File: src/rtl/clp_pkg.sv
`timescale 1ns / 1ps

package clp_pkg;

  localparam int unsigned MAX_UINTVAR_BYTES_DEF = 5;
  localparam int unsigned CNT_W   = 3;
  localparam int unsigned LEN_W   = 32;
  localparam int unsigned OCTET_W = 8;
  localparam int unsigned OUT_TDATA_W = 48;

  typedef enum logic [2:0] {
    KIND_LEN     = 3'd0,
    KIND_ID      = 3'd1,
    KIND_NAME    = 3'd2,
    KIND_TERM    = 3'd3,
    KIND_DATA    = 3'd4,
    KIND_IGNORED = 3'd5
  } kind_e;

  typedef enum logic [2:0] {
    ST_OK        = 3'd0,
    ST_BAD_UVAR  = 3'd1,
    ST_ZERO_LEN  = 3'd2,
    ST_NO_TERM   = 3'd3,
    ST_TRUNCATED = 3'd4
  } status_e;

  typedef struct packed {
    status_e            status;
    logic               cap_end;
    logic [LEN_W-1:0]   cap_length;
    logic [OCTET_W-1:0] value;
    kind_e              kind;
  } result_t;

endpackage

File: src/rtl/capability_list_parser.sv
`timescale 1ns / 1ps

// channel   | ports        | tdata (low bit up)                          | tuser | tlast
// ----------+--------------+---------------------------------------------+-------+--------------
// input     | s_axis_*     | octet[7:0]                                  | -     | end_of_buffer
// output    | m_axis_*     | value[7:0] cap_length[39:8] status[42:40]   | kind  | cap_end
//
// One byte is tagged per cycle while s_axis_tready is high; each accepted item yields exactly one result.
// An accepted item's result is registered in the output register, or in the skid entry while it is stalled.
// A two-entry output stage (result register plus skid) absorbs a result while
// the output side stalls; s_axis_tready drops only when both entries are full.
// rst_ni clears the parse state and both output entries.

module capability_list_parser
  import clp_pkg::*;
#(
  parameter int unsigned MAX_UINTVAR_BYTES = MAX_UINTVAR_BYTES_DEF
) (
  input  logic                   clk_i,
  input  logic                   rst_ni,
  input  logic                   s_axis_tvalid,
  output logic                   s_axis_tready,
  input  logic [OCTET_W-1:0]     s_axis_tdata,   // octet[7:0]
  input  logic                   s_axis_tlast,   // end_of_buffer
  output logic                   m_axis_tvalid,
  input  logic                   m_axis_tready,
  output logic [OUT_TDATA_W-1:0] m_axis_tdata,   // value[7:0], cap_length[39:8], status[42:40]
  output logic [2:0]             m_axis_tuser,   // kind[2:0]
  output logic                   m_axis_tlast    // cap_end
);

  typedef enum logic [2:0] {
    PH_LEN    = 3'd0,
    PH_ID     = 3'd1,
    PH_NAME   = 3'd2,
    PH_DATA   = 3'd3,
    PH_IGNORE = 3'd4
  } phase_e;

  phase_e             phase_q, phase_d;
  logic [LEN_W-1:0]   acc_q, acc_d;
  logic [CNT_W-1:0]   cnt_q, cnt_d;
  logic [LEN_W-1:0]   rem_q, rem_d;
  status_e            err_q, err_d;

  logic               out_valid_q, out_valid_d;
  logic               skid_valid_q, skid_valid_d;
  result_t            out_q, out_d;
  result_t            skid_q, skid_d;
  result_t            res;

  logic               in_fire, out_fire, eob;
  logic [OCTET_W-1:0] b;
  logic [LEN_W-1:0]   acc_n, rem_n;
  logic [CNT_W-1:0]   cnt_n;
  phase_e             ph_n;

  assign s_axis_tready = !skid_valid_q;
  assign in_fire  = s_axis_tvalid && s_axis_tready;
  assign out_fire = m_axis_tvalid && m_axis_tready;
  assign b   = s_axis_tdata;
  assign eob = s_axis_tlast;

  assign acc_n = {acc_q[LEN_W-8:0], b[6:0]};
  assign cnt_n = cnt_q + CNT_W'(1);
  assign rem_n = rem_q - LEN_W'(1);

  always_comb begin
    phase_d = phase_q;
    acc_d   = acc_q;
    cnt_d   = cnt_q;
    rem_d   = rem_q;
    err_d   = err_q;
    ph_n    = phase_q;

    res.kind       = KIND_IGNORED;
    res.value      = b;
    res.cap_length = '0;
    res.cap_end    = 1'b0;
    res.status     = err_q;

    unique case (phase_q)
      PH_IGNORE: begin
      end
      PH_LEN: begin
        res.kind       = KIND_LEN;
        res.status     = ST_OK;
        res.cap_length = acc_n;
        acc_d          = acc_n;
        cnt_d          = cnt_n;
        if (b[7]) begin
          if (cnt_n >= CNT_W'(MAX_UINTVAR_BYTES) || eob) begin
            res.status = ST_BAD_UVAR;
            err_d      = ST_BAD_UVAR;
            phase_d    = PH_IGNORE;
          end
        end else if (acc_n == '0) begin
          res.status = ST_ZERO_LEN;
          err_d      = ST_ZERO_LEN;
          phase_d    = PH_IGNORE;
        end else begin
          rem_d   = acc_n;
          cnt_d   = '0;
          phase_d = PH_ID;
          if (eob) res.status = ST_TRUNCATED;
        end
      end
      PH_ID, PH_NAME, PH_DATA: begin
        res.status     = ST_OK;
        res.cap_length = acc_q;
        rem_d          = rem_n;
        if (phase_q == PH_ID && b[7]) begin
          res.kind  = KIND_ID;
          res.value = {1'b0, b[6:0]};
          ph_n      = PH_DATA;
        end else if (phase_q != PH_DATA && b == '0) begin
          res.kind = KIND_TERM;
          ph_n     = PH_DATA;
        end else if (phase_q != PH_DATA) begin
          res.kind = KIND_NAME;
          ph_n     = PH_NAME;
        end else begin
          res.kind = KIND_DATA;
        end
        phase_d = ph_n;
        if (ph_n == PH_NAME && (rem_n == '0 || eob)) begin
          res.status = ST_NO_TERM;
          err_d      = ST_NO_TERM;
          phase_d    = PH_IGNORE;
        end else if (rem_n == '0) begin
          res.cap_end = 1'b1;
          phase_d     = PH_LEN;
          acc_d       = '0;
          cnt_d       = '0;
        end else if (eob) begin
          res.status = ST_TRUNCATED;
        end
      end
      default: begin
      end
    endcase

    if (eob) begin
      phase_d = PH_LEN;
      acc_d   = '0;
      cnt_d   = '0;
      rem_d   = '0;
      err_d   = ST_OK;
    end
  end

  always_comb begin
    out_valid_d  = out_valid_q;
    out_d        = out_q;
    skid_valid_d = skid_valid_q;
    skid_d       = skid_q;
    if (out_fire || !out_valid_q) begin
      out_valid_d  = skid_valid_q || in_fire;
      out_d        = skid_valid_q ? skid_q : res;
      skid_valid_d = 1'b0;
    end else if (in_fire) begin
      skid_valid_d = 1'b1;
      skid_d       = res;
    end
  end

  always_ff @(posedge clk_i or negedge rst_ni) begin
    if (!rst_ni) begin
      phase_q      <= PH_LEN;
      acc_q        <= '0;
      cnt_q        <= '0;
      rem_q        <= '0;
      err_q        <= ST_OK;
      out_valid_q  <= 1'b0;
      skid_valid_q <= 1'b0;
    end else begin
      if (in_fire) begin
        phase_q <= phase_d;
        acc_q   <= acc_d;
        cnt_q   <= cnt_d;
        rem_q   <= rem_d;
        err_q   <= err_d;
      end
      out_valid_q  <= out_valid_d;
      skid_valid_q <= skid_valid_d;
    end
  end

  always_ff @(posedge clk_i) begin
    out_q  <= out_d;
    skid_q <= skid_d;
  end

  assign m_axis_tvalid = out_valid_q;
  assign m_axis_tuser  = out_q.kind;
  assign m_axis_tlast  = out_q.cap_end;
  assign m_axis_tdata  = {5'b0, out_q.status, out_q.cap_length, out_q.value};

endmodule

File: config.mk
export PLATFORM = sky130hd
export DESIGN_NAME = capability_list_parser
export DESIGN_NICKNAME = d
export VERILOG_FILES = /design/src/rtl/clp_pkg.sv /design/src/rtl/capability_list_parser.sv
export SDC_FILE = /design/constraint.sdc
export NUM_CORES = 1
export LEC_CHECK = 0
export BUFFER_PORTS_ARGS = -buffer_cell sky130_fd_sc_hd__buf_2
export CAP_MARGIN = 20
export CORE_UTILIZATION = 50
export DETAILED_ROUTE_END_ITERATION = 8
export HOLD_SLACK_MARGIN = 0.12
export PLACE_DENSITY = 0.71
export SYNTH_ARGS = -nofsm -noshare
export SYNTH_HDL_FRONTEND = slang
export SYNTH_SLANG_ARGS = --single-unit
File: constraint.sdc
create_clock -name clk_i -period 5.5 [get_ports clk_i]
set_input_delay 0.275 -clock clk_i [delete_from_list [all_inputs] [get_ports clk_i]]
set_output_delay 0.275 -clock clk_i [all_outputs]
set_load 0.03 [all_outputs]
==> results.txt <==
Syn avg cell area - 9.96 sq um
Number of flops mapped to enable cells by yosys - 94
Worst-Margin Slew - 1020 ps
Total power - 6.05 mW
Antenna cells - 0
Critical path arrival - 4490 ps
Clock sinks - 168
Post-Syn Area - 0.00868 sq mm
NetSw - 2.72 mW
CP Max Fanout - 36
Max-slew violations - 0
Share of post-route cells with drive strength above 1 - 14.5%
Drt total wl - 21.8 mm
Clock root cell - clkbuf_16
Top delay family on crit path - simple AND/OR/NAND/NOR gates
F_max - 238 MHz
DP Area - 0.00907 sq mm
IO Port Bufs - 61
Max incr delay on CP - 860 ps
Most common cell in the netlist - nand2_1
H-tree Lvls - 4
Synth area leaders - edfxtp_1 (33%), dfrtp_1 (21%), o21ai_0 (5.5%)
Required time of the critical path - 5780 ps
Post-route ant nets - 0
First DRT Iteration DRCs - 768
Vias - 7,013
Hold Vio Cnt, Final - 0
Post-synthesis sequential area ratio - 53.9%
Reg-to-reg slack, setup - 1300 ps
Sum Neg Setup Slack - 0 ps
CTS Buf Count - 17
Commonest cells post-synth - nand2_1 (99), nor2_1 (97), o21ai_0 (96)
Met1 Use GR - 36.9%
Final min period - 4200 ps
Dominant cell type by area after synthesis - edfxtp_1
WHS - 180 ps
Global route hottest layer - met2
Sequential share of power - 36.1%
CTS max path bufs - 2
Area delta synth->final - 11.7%
CP cell instances - nor4_1 -> nand4_1 -> or4b_2 -> a311oi_1 -> nand3b_1 -> nor3_4 -> buf_4 -> o21ai_0
Top FF cell, synth - edfxtp_1
HP Class - input port to flip-flop
Buf/Inv on CP - 1
Yosys warns - 0
Initial antenna violation count - 0
Synth async-reset ratio - 44.0%
Drt via density - 6.21
Vias in the first global route - 6,276
Cells after synthesis - 871
Peak VDD IR - 0.000305 V
Setup crit end kind - flip-flop
Crit start category - flip-flop
Die width - 134 um
Status - finished clean
Cell Rows - 47
Number of distinct library cells after synthesis - 59
Core Box Area - 0.0168 sq mm
Largest net degree at the start of global routing - 78
Die Span Y - 134 um
Post-Layout Cell Count - 1,129
Leakage power - 3.88 nW
Placed insts - 1,095
GRT overflow - 0
Slew margin rel. - 31.8%
Final core occ - 57.8%
RSZ-0062 raised after global routing - no
Final Skew - 10.1 ps
Post-route clock period utilization - 76.4%
DP Worst Slack - 1420 ps
Slowest CP cell - or4b_2
Logic pwr share - 43.4%
Internal power - 3.33 mW
DRT Pass-1 Iters - 5
Sw frac - 44.9%
Starting Density - 51.8%
Routed WL per cell - 19.3 um
First-pass GRT wire length - 35.0 mm
Clock slew at reported path FFs - 70 ps
# Post-CTS Setup Buffers - 0
CTS tree - done
Critical path class - flip-flop to flip-flop
GPL Wtd Cong - 0.951
Die area - 0.0179 sq mm
Clk_lat worst skew - 440 ps
GR Util All Layers - 25.3%
Clock network fraction of total power - 20.4%
Fin area - 0.00969 sq mm
HPWL Detailed - 14.2 mm
Final WS setup - 1300 ps
Top-area cell type share of the netlist area - 32.5%
Residual DRC count - 0
Number of synthesized register bits - 168
Max capacitance violation total - 0
Nets - 913
Met2 Use GR - 37.6%
I/O pin total - 67
Met3 usage - 5.82%
Pwr Density - 624 mW/mm^2
Final count of negative-setup-slack endpoints - 0
cells by family after synthesis:
| kind of cell | after synthesis | share of synthesized area, % |
|---|---|---|
| fa+ha+maj | 4 | 0.577 |
| compound gates | 256 | 18.6 |
| xor+xnor | 6 | 0.606 |
| mux | 46 | 5.48 |
| other cells | 1 | 0.0432 |
| buf+inv | 84 | 4.15 |
| simple gates | 306 | 16.7 |
| flops | 168 | 53.9 |
worst paths after layout:
path                                  from               end  cells after the start
max                               rem_q[2]         acc_q[23]                      8
min                        s_axis_tdata[2]         skid_q[5]                      1
max reg2reg                       rem_q[2]         acc_q[23]                      8
min reg2reg                     skid_q[30]  m_axis_tdata[27]                      2
max in group asynchronous           rst_ni      skid_valid_q                      2
min in group asynchronous           rst_ni         rem_q[31]                      2
placed cells by master, fill, tap and decap left out, types with 4 or more instances in the layout:
| cell | instances |
|---|---|
| inv_8 | 5 |
| mux2i_1 | 34 |
| o31a_1 | 4 |
| conb_1 | 5 |
| nand2_1 | 98 |
| nor3_1 | 24 |
| clkbuf_16 | 17 |
| nand3_1 | 4 |
| ha_1 | 4 |
| a31oi_1 | 5 |
| or2_2 | 4 |
| inv_1 | 14 |
| nor2_1 | 95 |
| a21oi_1 | 39 |
| edfxtp_1 | 94 |
| buf_2 | 60 |
| a22oi_1 | 37 |
| or3_1 | 9 |
| or4_1 | 5 |
| nor4_1 | 28 |
| mux2_2 | 12 |
| buf_4 | 10 |
| o31ai_1 | 45 |
| dfrtp_1 | 72 |
| o21ai_0 | 96 |
| inv_6 | 4 |
| nand4_1 | 8 |
power by group through the flow:
| stage | sequential, mW | combinational, mW | clock [mW] |
|---|---|---|---|
| global route | 2.24 | 2.88 | 1.31 |
| finish | 2.19 | 2.63 | 1.24 |
| CTS | 2.17 | 2.60 | 1.25 |
| global placement | 2.18 | 2.56 | 0 |
| detailed placement | 2.20 | 2.59 | 0 |
| floorplan | 2.22 | 1.88 | 0 |
timing repair:
action	4_1_cts	5_1_grt
hold endpoints to repair	76	0
gates resized for setup	0	0
hold buffers	2	0
cell type report:
cell class | count | area, sq um
multi-input combinational | 623 | 3690
tap | 220 | 275
fill | 1434 | 7070
clock buffer | 17 | 425
clock inverter | 15 | 180
inverter | 14 | 52.6
timing repair buffer | 72 | 395
sequential | 168 | 4680
state kept, by name, summed over array words and instances, names as in the netlist:
register / cells
cnt_q: 3
m_axis_tuser: 3
skid_valid_q: 1
m_axis_tvalid: 1
err_q: 2
acc_q: 32
skid_q: 47
phase_q: 3
m_axis_tdata: 43
rem_q: 32
m_axis_tlast: 1
routing by layer:
layer | vias to the layer above | part of all wire (%)
met5 | - | 0
met4 | 0 | 1.4
met3 | 28 | 7.6
met2 | 292 | 46
li1 | 3304 | -
met1 | 3389 | 45
Power figures use the tool's default switching activity.
